File: src/rtl/socr_pkg.sv
`default_nettype none
package socr_pkg;

    typedef enum logic [1:0] {
        OP_SAMPLE = 2'd0,
        OP_START  = 2'd1,
        OP_TICK   = 2'd2
    } op_kind_t;

    typedef enum logic [1:0] {
        RK_SAMPLE = 2'd0,
        RK_OK     = 2'd1,
        RK_FAIL   = 2'd2
    } res_kind_t;

    typedef enum logic [1:0] {
        ST_IDLE,
        ST_DIV_LOAD,
        ST_DIV_RUN,
        ST_OK
    } back_state_t;

    // classified item as it travels from front to back
    typedef struct packed {
        op_kind_t    kind;
        logic [3:0]  channel;
        logic [15:0] frames;
    } op_ctl_t;

    localparam logic [1:0]  CMD_SAMPLE = 2'd0;
    localparam logic [1:0]  CMD_START  = 2'd1;
    localparam logic [1:0]  CMD_TICK   = 2'd2;

    localparam logic [1:0]  REG_CHANNEL_COUNT  = 2'd0;
    localparam logic [1:0]  REG_DEFAULT_FRAMES = 2'd1;
    localparam logic [1:0]  REG_TIMEOUT_TICKS  = 2'd2;

    localparam logic [4:0]  RESET_CHANNEL_COUNT = 5'd12;
    localparam logic [15:0] RESET_FRAMES        = 16'd100;
    localparam logic [7:0]  RESET_TIMEOUT       = 8'd100;

endpackage
`default_nettype wire

File: src/rtl/socr_if.sv
`default_nettype none
interface socr_in_if #(parameter int SAMPLE_BITS = 16);
    logic                   valid;
    logic                   ready;
    logic [1:0]             command;
    logic [3:0]             channel;
    logic [SAMPLE_BITS-1:0] voltage;
    logic [15:0]            requested_frames;

    modport source (output valid, command, channel, voltage, requested_frames, input ready);
    modport sink (input valid, command, channel, voltage, requested_frames, output ready);
endinterface

interface socr_out_if #(parameter int SAMPLE_BITS = 16);
    logic                 valid;
    logic                 ready;
    logic [1:0]           kind;
    logic [3:0]           out_channel;
    logic [SAMPLE_BITS:0] corrected;
    logic                 last;

    modport source (output valid, kind, out_channel, corrected, last, input ready);
    modport sink (input valid, kind, out_channel, corrected, last, output ready);
endinterface
`default_nettype wire

File: src/rtl/socr_front.sv
`default_nettype none
module socr_front #(
    parameter int SAMPLE_BITS = 16
) (
    socr_in_if.sink                 in_ch,
    input  logic [6:0]              cnt_eff,
    input  logic                    q_full,
    output logic                    push,
    output socr_pkg::op_ctl_t       op_ctl,
    output logic [SAMPLE_BITS-1:0]  op_voltage
);
    import socr_pkg::*;

    logic keep;

    assign in_ch.ready = !q_full;

    // drop unused codes and out-of-range channels here so the back never sees them
    always_comb
    begin
        unique case (in_ch.command)
            CMD_SAMPLE: keep = ({3'b000, in_ch.channel} < cnt_eff);
            CMD_START:  keep = 1'b1;
            CMD_TICK:   keep = 1'b1;
            default:    keep = 1'b0;
        endcase
    end

    assign push           = in_ch.valid && !q_full && keep;
    assign op_ctl.kind    = op_kind_t'(in_ch.command);
    assign op_ctl.channel = in_ch.channel;
    assign op_ctl.frames  = in_ch.requested_frames;
    assign op_voltage     = in_ch.voltage;

endmodule
`default_nettype wire

File: src/rtl/socr_queue.sv
`default_nettype none
module socr_queue #(
    parameter int WIDTH = 38
) (
    input  logic             clk,
    input  logic             rst_n,
    input  logic             push,
    input  logic [WIDTH-1:0] push_data,
    input  logic             pop,
    output logic [WIDTH-1:0] pop_data,
    output logic             full,
    output logic             empty
);
    logic [WIDTH-1:0] mem_reg [2];
    logic             wr_ptr_reg;
    logic             rd_ptr_reg;
    logic [1:0]       count_reg;

    assign full     = (count_reg == 2'd2);
    assign empty    = (count_reg == 2'd0);
    assign pop_data = mem_reg[rd_ptr_reg];

    always_ff @(posedge clk)
    begin
        if (push)
        begin
            mem_reg[wr_ptr_reg] <= push_data;
        end
    end

    always_ff @(posedge clk or negedge rst_n)
    begin
        if (!rst_n)
        begin
            wr_ptr_reg <= 1'b0;
            rd_ptr_reg <= 1'b0;
            count_reg  <= 2'd0;
        end
        else
        begin
            if (push)
            begin
                wr_ptr_reg <= !wr_ptr_reg;
            end
            if (pop)
            begin
                rd_ptr_reg <= !rd_ptr_reg;
            end
            if (push && !pop)
            begin
                count_reg <= count_reg + 2'd1;
            end
            else if (pop && !push)
            begin
                count_reg <= count_reg - 2'd1;
            end
        end
    end

endmodule
`default_nettype wire

File: src/rtl/socr_back.sv
`default_nettype none
module socr_back #(
    parameter int MAX_CHANNELS = 16,
    parameter int SAMPLE_BITS  = 16
) (
    input  logic                    clk,
    input  logic                    rst_n,
    input  socr_pkg::op_ctl_t       op_ctl,
    input  logic [SAMPLE_BITS-1:0]  op_voltage,
    input  logic                    op_avail,
    output logic                    op_pop,
    input  logic [6:0]              cnt_eff,
    input  logic [15:0]             default_frames,
    input  logic [7:0]              timeout_ticks,
    socr_out_if.source              out_ch
);
    import socr_pkg::*;

    localparam int CW = (MAX_CHANNELS > 1) ? $clog2(MAX_CHANNELS) : 1;
    localparam int SW = SAMPLE_BITS + 16;
    localparam int BW = $clog2(SW);

    back_state_t state_reg, state_next;

    logic signed [SAMPLE_BITS-1:0] bias_reg [MAX_CHANNELS];
    logic [SW-1:0]          sum_reg [MAX_CHANNELS];
    logic [15:0]            frames_seen_reg;
    logic [15:0]            frames_wanted_reg;
    logic                   calibrating_reg;
    logic                   initial_reg;
    logic                   publish_reg;
    logic [7:0]             idle_reg;
    logic [CW-1:0]          div_idx_reg;
    logic [BW-1:0]          bit_cnt_reg;
    logic [SW-1:0]          dvd_reg;
    logic [15:0]            rem_reg;
    logic                   neg_reg;

    logic                   out_valid_reg;
    logic [1:0]             out_kind_reg;
    logic [3:0]             out_chan_reg;
    logic [SAMPLE_BITS:0]   out_corr_reg;
    logic                   out_last_reg;

    logic                   out_free;
    logic                   take;
    logic                   is_sample;
    logic                   is_start;
    logic                   is_tick;
    logic [CW-1:0]          op_idx;
    logic [CW-1:0]          rd_idx;
    logic [SW-1:0]          sum_rd;
    logic [SAMPLE_BITS-1:0] bias_rd;
    logic                   frame_end;
    logic [15:0]            seen_inc;
    logic                   cal_done;
    logic [7:0]             tick_inc;
    logic [7:0]             tick_lim;
    logic                   tick_fail;
    logic                   do_start;
    logic [15:0]            def_eff;
    logic [15:0]            start_frames;
    logic [SAMPLE_BITS:0]   corr_val;
    logic [16:0]            rem_sh;
    logic                   rem_ge;
    logic [15:0]            rem_new;
    logic [SW-1:0]          dvd_new;
    logic                   bit_last;
    logic                   chan_last;
    logic [SAMPLE_BITS-1:0] quot;
    logic                   load_out;

    assign out_free  = !out_valid_reg || out_ch.ready;
    assign take      = (state_reg == ST_IDLE) && op_avail && out_free;
    assign op_pop    = take;
    assign is_sample = take && (op_ctl.kind == OP_SAMPLE);
    assign is_start  = take && (op_ctl.kind == OP_START);
    assign is_tick   = take && (op_ctl.kind == OP_TICK);

    assign op_idx  = CW'({4'b0000, op_ctl.channel});
    assign rd_idx  = (state_reg == ST_IDLE) ? op_idx : div_idx_reg;
    assign sum_rd  = sum_reg[rd_idx];
    assign bias_rd = bias_reg[rd_idx];

    assign frame_end = ({3'b000, op_ctl.channel} == (cnt_eff - 7'd1));
    assign seen_inc  = frames_seen_reg + 16'd1;
    assign cal_done  = is_sample && calibrating_reg && frame_end
                       && (seen_inc == frames_wanted_reg);

    assign tick_inc  = idle_reg + 8'd1;
    assign tick_lim  = (timeout_ticks == 8'd0) ? 8'd1 : timeout_ticks;
    assign tick_fail = is_tick && calibrating_reg && (tick_inc >= tick_lim);

    assign def_eff      = (default_frames == 16'd0) ? 16'd1 : default_frames;
    assign do_start     = is_start || (tick_fail && initial_reg);
    assign start_frames = (is_start && (op_ctl.frames != 16'd0)) ? op_ctl.frames : def_eff;

    assign corr_val = {op_voltage[SAMPLE_BITS-1], op_voltage}
                      - {bias_rd[SAMPLE_BITS-1], bias_rd};

    // one quotient bit per cycle, restoring
    assign rem_sh   = {rem_reg, dvd_reg[SW-1]};
    assign rem_ge   = (rem_sh >= {1'b0, frames_wanted_reg});
    assign rem_new  = rem_ge ? 16'(rem_sh - {1'b0, frames_wanted_reg}) : rem_sh[15:0];
    assign dvd_new  = {dvd_reg[SW-2:0], rem_ge};
    assign bit_last = (bit_cnt_reg == BW'(SW - 1));
    assign chan_last = (7'(div_idx_reg) == (cnt_eff - 7'd1));
    assign quot     = neg_reg ? (SAMPLE_BITS'(0) - dvd_new[SAMPLE_BITS-1:0])
                              : dvd_new[SAMPLE_BITS-1:0];

    assign load_out = (is_sample && publish_reg) || tick_fail
                      || ((state_reg == ST_OK) && out_free);

    always_comb
    begin
        state_next = state_reg;
        unique case (state_reg)
            ST_IDLE:
            begin
                if (cal_done)
                begin
                    state_next = ST_DIV_LOAD;
                end
            end
            ST_DIV_LOAD:
            begin
                state_next = ST_DIV_RUN;
            end
            ST_DIV_RUN:
            begin
                if (bit_last)
                begin
                    state_next = chan_last ? ST_OK : ST_DIV_LOAD;
                end
            end
            ST_OK:
            begin
                if (out_free)
                begin
                    state_next = ST_IDLE;
                end
            end
            default:
            begin
                state_next = ST_IDLE;
            end
        endcase
    end

    always_ff @(posedge clk or negedge rst_n)
    begin
        if (!rst_n)
        begin
            state_reg <= ST_IDLE;
        end
        else
        begin
            state_reg <= state_next;
        end
    end

    always_ff @(posedge clk or negedge rst_n)
    begin
        if (!rst_n)
        begin
            for (int i = 0; i < MAX_CHANNELS; i++)
            begin
                bias_reg[i] <= '0;
                sum_reg[i]  <= '0;
            end
            frames_seen_reg   <= 16'd0;
            frames_wanted_reg <= RESET_FRAMES;
            calibrating_reg   <= 1'b1;
            initial_reg       <= 1'b1;
            publish_reg       <= 1'b0;
            idle_reg          <= 8'd0;
            div_idx_reg       <= '0;
            bit_cnt_reg       <= '0;
            out_valid_reg     <= 1'b0;
        end
        else
        begin
            if (do_start)
            begin
                for (int i = 0; i < MAX_CHANNELS; i++)
                begin
                    sum_reg[i] <= '0;
                end
                frames_seen_reg   <= 16'd0;
                idle_reg          <= 8'd0;
                frames_wanted_reg <= start_frames;
                calibrating_reg   <= 1'b1;
            end
            else if (tick_fail)
            begin
                calibrating_reg <= 1'b0;
                idle_reg        <= 8'd0;
            end
            else if (is_tick && calibrating_reg)
            begin
                idle_reg <= tick_inc;
            end

            if (is_sample && calibrating_reg)
            begin
                sum_reg[rd_idx] <= sum_rd + {{16{op_voltage[SAMPLE_BITS-1]}}, op_voltage};
                if (frame_end)
                begin
                    idle_reg        <= 8'd0;
                    frames_seen_reg <= seen_inc;
                end
            end

            if (cal_done)
            begin
                div_idx_reg <= '0;
            end

            if (state_reg == ST_DIV_LOAD)
            begin
                bit_cnt_reg <= '0;
            end
            else if (state_reg == ST_DIV_RUN)
            begin
                bit_cnt_reg <= bit_cnt_reg + BW'(1);
                if (bit_last)
                begin
                    bias_reg[div_idx_reg] <= quot;
                    if (chan_last)
                    begin
                        calibrating_reg <= 1'b0;
                        initial_reg     <= 1'b0;
                        publish_reg     <= 1'b1;
                    end
                    else
                    begin
                        div_idx_reg <= div_idx_reg + CW'(1);
                    end
                end
            end

            if (load_out)
            begin
                out_valid_reg <= 1'b1;
            end
            else if (out_ch.ready)
            begin
                out_valid_reg <= 1'b0;
            end
        end
    end

    // divider datapath and result payload
    always_ff @(posedge clk)
    begin
        if (state_reg == ST_DIV_LOAD)
        begin
            neg_reg <= sum_rd[SW-1];
            dvd_reg <= sum_rd[SW-1] ? (SW'(0) - sum_rd) : sum_rd;
            rem_reg <= 16'd0;
        end
        else if (state_reg == ST_DIV_RUN)
        begin
            dvd_reg <= dvd_new;
            rem_reg <= rem_new;
        end

        if (load_out)
        begin
            if (state_reg == ST_OK)
            begin
                out_kind_reg <= RK_OK;
                out_chan_reg <= 4'd0;
                out_corr_reg <= '0;
                out_last_reg <= 1'b1;
            end
            else if (tick_fail)
            begin
                out_kind_reg <= RK_FAIL;
                out_chan_reg <= 4'd0;
                out_corr_reg <= '0;
                out_last_reg <= 1'b1;
            end
            else
            begin
                out_kind_reg <= RK_SAMPLE;
                out_chan_reg <= op_ctl.channel;
                out_corr_reg <= corr_val;
                out_last_reg <= !cal_done;
            end
        end
    end

    assign out_ch.valid       = out_valid_reg;
    assign out_ch.kind        = out_kind_reg;
    assign out_ch.out_channel = out_chan_reg;
    assign out_ch.corrected   = out_corr_reg;
    assign out_ch.last        = out_last_reg;

    a_idle_clear: assert property (@(posedge clk) disable iff (!rst_n)
        !calibrating_reg |-> (idle_reg == 8'd0))
        else $error("idle count nonzero outside calibration");

    a_div_cal: assert property (@(posedge clk) disable iff (!rst_n)
        ((state_reg == ST_DIV_LOAD) || (state_reg == ST_DIV_RUN)) |-> calibrating_reg)
        else $error("bias division without calibration");

    a_seen_bound: assert property (@(posedge clk) disable iff (!rst_n)
        calibrating_reg |-> (frames_seen_reg <= frames_wanted_reg))
        else $error("frame count passed target");

    a_no_take_busy: assert property (@(posedge clk) disable iff (!rst_n)
        (state_reg != ST_IDLE) |-> !op_pop)
        else $error("item taken during bias update");

endmodule
`default_nettype wire

File: src/rtl/sensor_offset_calibrate_remove.sv
// Multichannel sensor offset calibration and removal.
// in_ch  : items with command (sample, start calibration, tick), channel, signed
//          voltage and requested frame count; valid/ready handshake.
// out_ch : results: corrected sample, calibration ok, calibration failed; last
//          marks the final result of an item. valid/ready handshake.
// cfg_*  : write port: index 0 channel_count, 1 default_frames, 2 timeout_ticks.
// An accepted item waits in the queue; its result is held in an output register.
// Throughput: one item per cycle while out_ch keeps up and the divider is
// idle; the two-entry queue lets the input keep flowing for two items while
// the output stalls. At the close of a calibration the bias divider (one
// quotient bit per cycle) takes each channel in turn through a load and a
// run state, during which no item leaves the queue; the ok result follows that.
// Reset: bias zero, publishing off, and an initial calibration over
// default_frames starts at once and restarts after every timeout until it
// succeeds. No clearing pass is needed.
// A stalled receiver holds the output register; the queue then fills and
// in_ch.ready drops.
`default_nettype none
module sensor_offset_calibrate_remove #(
    parameter int MAX_CHANNELS = 16,
    parameter int SAMPLE_BITS  = 16
) (
    input  logic        clk,
    input  logic        rst_n,
    socr_in_if.sink     in_ch,
    socr_out_if.source  out_ch,
    input  logic        cfg_we,
    input  logic [1:0]  cfg_index,
    input  logic [15:0] cfg_data
);
    import socr_pkg::*;

    localparam int QW = $bits(op_ctl_t) + SAMPLE_BITS;

    logic [4:0]             chan_count_reg;
    logic [15:0]            def_frames_reg;
    logic [7:0]             timeout_reg;
    logic [6:0]             cnt_eff;

    logic                   push;
    op_ctl_t                f_ctl;
    logic [SAMPLE_BITS-1:0] f_volt;
    logic                   q_full;
    logic                   q_empty;
    logic                   q_pop;
    logic [QW-1:0]          q_data;
    op_ctl_t                b_ctl;
    logic [SAMPLE_BITS-1:0] b_volt;

    always_ff @(posedge clk or negedge rst_n)
    begin
        if (!rst_n)
        begin
            chan_count_reg <= RESET_CHANNEL_COUNT;
            def_frames_reg <= RESET_FRAMES;
            timeout_reg    <= RESET_TIMEOUT;
        end
        else if (cfg_we)
        begin
            unique case (cfg_index)
                REG_CHANNEL_COUNT:  chan_count_reg <= cfg_data[4:0];
                REG_DEFAULT_FRAMES: def_frames_reg <= cfg_data;
                REG_TIMEOUT_TICKS:  timeout_reg    <= cfg_data[7:0];
                default:            ;
            endcase
        end
    end

    // zero acts as one, above the table depth acts as the depth
    always_comb
    begin
        if (chan_count_reg == 5'd0)
        begin
            cnt_eff = 7'd1;
        end
        else if ({2'b00, chan_count_reg} > 7'(MAX_CHANNELS))
        begin
            cnt_eff = 7'(MAX_CHANNELS);
        end
        else
        begin
            cnt_eff = {2'b00, chan_count_reg};
        end
    end

    socr_front #(.SAMPLE_BITS(SAMPLE_BITS)) u_front (
        .in_ch      (in_ch),
        .cnt_eff    (cnt_eff),
        .q_full     (q_full),
        .push       (push),
        .op_ctl     (f_ctl),
        .op_voltage (f_volt)
    );

    socr_queue #(.WIDTH(QW)) u_queue (
        .clk       (clk),
        .rst_n     (rst_n),
        .push      (push),
        .push_data ({f_ctl, f_volt}),
        .pop       (q_pop),
        .pop_data  (q_data),
        .full      (q_full),
        .empty     (q_empty)
    );

    assign b_ctl  = op_ctl_t'(q_data[QW-1:SAMPLE_BITS]);
    assign b_volt = q_data[SAMPLE_BITS-1:0];

    socr_back #(.MAX_CHANNELS(MAX_CHANNELS), .SAMPLE_BITS(SAMPLE_BITS)) u_back (
        .clk            (clk),
        .rst_n          (rst_n),
        .op_ctl         (b_ctl),
        .op_voltage     (b_volt),
        .op_avail       (!q_empty),
        .op_pop         (q_pop),
        .cnt_eff        (cnt_eff),
        .default_frames (def_frames_reg),
        .timeout_ticks  (timeout_reg),
        .out_ch         (out_ch)
    );

endmodule
`default_nettype wire

File: src/flat_wrapper.sv
// flat-port wrapper written by rule: the top's interface ports become plain ports
module sensor_offset_calibrate_remove_flat import socr_pkg::*;
#(
    parameter int MAX_CHANNELS = 16,
    parameter int SAMPLE_BITS  = 16
)
  (clk, rst_n, cfg_we, cfg_index, cfg_data, in_ch_valid, in_ch_command, in_ch_channel, in_ch_voltage, in_ch_requested_frames, in_ch_ready, out_ch_valid, out_ch_kind, out_ch_out_channel, out_ch_corrected, out_ch_last, out_ch_ready);
  socr_in_if #(.SAMPLE_BITS(SAMPLE_BITS)) in_ch_i ();
  socr_out_if #(.SAMPLE_BITS(SAMPLE_BITS)) out_ch_i ();
  input  logic clk;
  input  logic rst_n;
  input  logic cfg_we;
  input  logic [1:0] cfg_index;
  input  logic [15:0] cfg_data;
  input wire logic [$bits(in_ch_i.valid)-1:0] in_ch_valid;
  input wire logic [$bits(in_ch_i.command)-1:0] in_ch_command;
  input wire logic [$bits(in_ch_i.channel)-1:0] in_ch_channel;
  input wire logic [$bits(in_ch_i.voltage)-1:0] in_ch_voltage;
  input wire logic [$bits(in_ch_i.requested_frames)-1:0] in_ch_requested_frames;
  output wire logic [$bits(in_ch_i.ready)-1:0] in_ch_ready;
  output wire logic [$bits(out_ch_i.valid)-1:0] out_ch_valid;
  output wire logic [$bits(out_ch_i.kind)-1:0] out_ch_kind;
  output wire logic [$bits(out_ch_i.out_channel)-1:0] out_ch_out_channel;
  output wire logic [$bits(out_ch_i.corrected)-1:0] out_ch_corrected;
  output wire logic [$bits(out_ch_i.last)-1:0] out_ch_last;
  input wire logic [$bits(out_ch_i.ready)-1:0] out_ch_ready;
  assign in_ch_i.valid = in_ch_valid;
  assign in_ch_i.command = in_ch_command;
  assign in_ch_i.channel = in_ch_channel;
  assign in_ch_i.voltage = in_ch_voltage;
  assign in_ch_i.requested_frames = in_ch_requested_frames;
  assign in_ch_ready = in_ch_i.ready;
  assign out_ch_valid = out_ch_i.valid;
  assign out_ch_kind = out_ch_i.kind;
  assign out_ch_out_channel = out_ch_i.out_channel;
  assign out_ch_corrected = out_ch_i.corrected;
  assign out_ch_last = out_ch_i.last;
  assign out_ch_i.ready = out_ch_ready;
  sensor_offset_calibrate_remove #(.MAX_CHANNELS(MAX_CHANNELS), .SAMPLE_BITS(SAMPLE_BITS)) u_core (.clk(clk), .rst_n(rst_n), .in_ch(in_ch_i), .out_ch(out_ch_i), .cfg_we(cfg_we), .cfg_index(cfg_index), .cfg_data(cfg_data));
endmodule
File: config.mk
export PLATFORM = sky130hd
export DESIGN_NAME = sensor_offset_calibrate_remove_flat
export DESIGN_NICKNAME = d
export VERILOG_FILES = /design/src/rtl/socr_pkg.sv /design/src/rtl/socr_if.sv /design/src/rtl/socr_front.sv /design/src/rtl/socr_queue.sv /design/src/rtl/socr_back.sv /design/src/rtl/sensor_offset_calibrate_remove.sv /design/src/flat_wrapper.sv
export SDC_FILE = /design/constraint.sdc
export NUM_CORES = 2
export LEC_CHECK = 0
export BUFFER_PORTS_ARGS = -buffer_cell sky130_fd_sc_hd__buf_2
export CAP_MARGIN = 15
export CORE_UTILIZATION = 30
export CTS_BUF_LIST = sky130_fd_sc_hd__clkbuf_8
export DETAILED_ROUTE_END_ITERATION = 10
export GPL_ROUTABILITY_DRIVEN = 0
export SYNTH_ARGS = -nofsm -noshare
export SYNTH_HDL_FRONTEND = slang
export SYNTH_SLANG_ARGS = --single-unit
File: constraint.sdc
create_clock -name clk -period 6.8 [get_ports clk]
set_input_delay 1.36 -clock clk [delete_from_list [all_inputs] [get_ports clk]]
set_output_delay 1.36 -clock clk [all_outputs]
set_load 0.02 [all_outputs]
==> metrics.md <==
| Metric | Value |
|---|---|
| IO Pins | 87 |
| Number of global-route vias before repair | 38100 |
| Slew of the pin with the lowest slew margin | 1.18 ns |
| DRT Pass-1 Iters | 6 |
| Final Hold Vio Count | 0 |
| Final #Nets | 5169 |
| Seq cells post-synth | 1005 |
| DRC | 0 |
| H-tree depth | 4 |
| Final Skew | roughly 0.073 ns |
| Final WL | 148000 microns |
| Core area | 0.163 sq mm |
| TritonCTS clock tree | yes |
| Root buf cell | clkbuf_8 |
| CP Max Fanout | 16 |
| Buf/Inv on CP | 3 |
| Synth Instances | 4982 |
| Top-area cell type share of the netlist area | 42.7% |
| PostCTS Resize Cnt | 0 |
| DR top layer | met4 |
| Hold WC Path Type | reg2reg |
| Max VDD drop | 0.302 mV |
| Largest net degree at the start of global routing | 206 |
| Slowest CP cell | nor3_2 |
| Clock transition at path regs | 0.07 ns |
| Syn_nets | 5139 |
| Syn Std Cell Area | between 0.04 and 0.05 sq mm |
| Max-slew violations | 0 |
| Grt total ovfl | 0 |
| Cell taking the most area after synthesis | dfrtp_1 |
| Count leader, synth | dfrtp_1 |
| Pleak | around 0.024 uW |
| Post-synth EDFFs | 133 |
| Status | complete, no violations |
| CP peak stage delay | 0.91 ns |
| Post-synthesis area per instance | 9.91 sq um |
| Slew headroom | 20.8% |
| CTS Buffer Depth | 3 |
| Worst-Skew Late Latency | 0.90 ns |
| Top_reg_cell synth | dfrtp_1 |
| DPL Wire Length | 92500 microns |
| Post-CTS Repair Setup Buffers | 0 |
| First DRT Iteration DRCs | 3711 |
| Largest register FFs | 512 |
| Synth area leaders | dfrtp_1 (43%), edfxtp_1 (8.1%), o21ai_0 (6.1%), nand3_1 (5.1%), nand2_1 (5.0%) |
| WP data required | 7.60 ns |
| Via count | 38800 |
| Area Overhead vs Synth | 13.2% |
| CTS Sinks | 1005 |
| Antenna Nets Post-Route | 0 |
| Port bufs | 86 |
| Die area | roughly 0.17 sq mm |
| Cts bufs inserted | roughly 170 |
| Commonest cells in the netlist | dfrtp_1 (843), nand2_1 (655), o21ai_0 (606) |
| Die width | 408 microns |
| Startpoint types | flip-flop |
| Ys async rst share | a little under nine tenths |
| Power Dens Cells | 411 mW/mm^2 |
| Worst-path cell chain | inv_1 > ha_1 > buf_4 > a21oi_4 > buf_4 > mux2i_1 > o211ai_1 > a22oi_1 > nand3_1 > ha_1 > fa_1 > a211oi_1 > o21ai_0 > a221o_1 > a21oi_1 > nor2b_1 > o21ai_0 > nand2b_1 > nor3b_1 > nor3_2 > a22o_1 |
| Post-CTS Hold Fix Bufs | 0 |
| GR Util All Layers | 17.5% |
| Non-Filler Instances | around 7300 |
| # rows | 148 |
| Max_cap viols | 0 |
| Synth warnings | 0 |
| WP data arrival | 7.06 ns |
| Tmin final | 6.26 ns |
| Crit-path leading delay family | compound AO/OA/AOI/OAI gates |
| Number of fill cells | 16400 |
| Seq/Total Area, Yosys | 52.2% |
| CP Capture Type | flip-flop |
| Initial core utilization | 30.3% |
| Wire length on met2 | 68300 microns |
| Antenna violations before repair | 3 |
| Share of layout cells above drive strength 1 | between 10% and 20% |
| DRT met1 WL | ~65000 microns |
| Netlist cell types | 96 |
| Number of vias per cell | 5.29 |
| Final Cycle Share | 92.1% |
| Final setup viols | 0 |
| Die Ht | 408 microns |
| Global-route wire length before repair | 228000 microns |
| WL met3 | between 9000 and 10000 microns |
| Placed cells | 7006 |
| Worst Path Class, Setup | reg2reg |
| WL/cell | 20.2 microns |
| Peak Freq | 160 MHz |
| Unrepaired setup endpoints after global routing | false |
| Final TNS setup | 0 ns |
[final cells by class]
type,instances,area (sq um),share of cell area (%)
diodes,1,2.50,0.00448
clock buffers,218,3000,5.37
clock inverters,95,483,0.865
inverters,71,267,0.477
multi-input cells,3518,21800,39.1
flip-flops and latches,1005,25800,46.1
well taps,2175,2720,4.87
repair buffers,244,1800,3.23
[path summary, 6_finish.rpt]
path                                                    startpoint                                      end  slack [ns]  cells past startpoint
max in group asynchronous                                    rst_n    u_core.u_queue.rd_ptr_reg$_DFFE_PN0P_        4.89                      2
setup reg to reg            u_core.u_back.state_reg[0]$_DFFE_PN0P_     u_core.u_back.sum_reg[436]$_DFF_PN0_        0.54                     21
setup / recovery            u_core.u_back.state_reg[0]$_DFFE_PN0P_     u_core.u_back.sum_reg[436]$_DFF_PN0_        0.54                     21
hold reg to reg            u_core.u_back.bias_reg[207]$_DFFE_PN0P_  u_core.u_back.bias_reg[207]$_DFFE_PN0P_        0.47                      2
min in group asynchronous                                    rst_n      u_core.u_back.sum_reg[26]$_DFF_PN0_        0.50                      1
hold / removal             u_core.u_back.bias_reg[207]$_DFFE_PN0P_  u_core.u_back.bias_reg[207]$_DFFE_PN0P_        0.47                      2
[logic make-up after synthesis]
family,Yosys count,synth area share [%]
multiplexers,237,7.99
adder cells (fa/ha/maj),96,2.48
XOR/XNOR,115,2.07
buffers and inverters,459,3.96
AND/OR/NAND/NOR,1739,15.9
AO/OA/AOI/OAI,1331,15.5
flip-flops,1005,52.2
[metal layers]
layer	up-vias	global-route usage (%)
met1	19300	23.7
met4	0	7.40
li1	17900	-
met3	298	2.88
met5	-	0
met2	1292	27.8
[through the flow]
step | hold WS (ns) | power, uW | setup slack, ns | area [sq um] | util (%)
floorplan | 0.439 | 14000 | 1.12 | 49400 | -
global placement | 0.456 | 17200 | 0.749 | 52300 | 32.1
detailed placement | 0.458 | 17400 | 0.737 | 52300 | 32.1
CTS | 0.439 | 22900 | 0.686 | 55800 | 34.2
global route | 0.494 | 24100 | 0.122 | 55900 | 34.2
finish | 0.474 | 22900 | 0.538 | 55900 | 34.2
[worst register-to-register path: cells and delay by family (launching register included)]
family	cells	cell delay (ns)
compound gates	9	2.27
fa+ha+maj	3	1.11
buf+inv	3	0.55
flops	1	0.41
mux	1	0.20
simple gates	5	1.65
[where the power goes]
group / leakage, uW / switching [uW] / internal, uW
clock: 0.00201 / 2540 / 2980
combinational: 0.00864 / 7050 / 3070
sequential: 0.0132 / 423 / 6880
total: 0.0238 / 10000 / 12900
[cells in the final DEF, fill, tap and decap left out, types with 14 or more instances in the layout]
cell type,count
a31oi_1,35
xor2_1,57
dfxtp_1,16
o211ai_1,56
and3_1,19
nand4_1,19
a21o_1,24
o31ai_1,22
buf_12,14
a21oi_1,383
a22o_1,52
o21ai_0,606
nor3_1,46
nor2_1,336
nand2_1,639
mux4_2,108
buf_4,144
clkbuf_8,218
nor2b_1,15
inv_1,130
a22oi_1,34
nand3_1,501
buf_2,85
dfrtp_1,842
nand2_2,18
edfxtp_1,133
mux2_2,54
nand2b_1,22
ha_1,92
xnor2_1,57
mux2i_1,63
or3_1,21
Note: power is estimated with default switching activity, not from simulation.
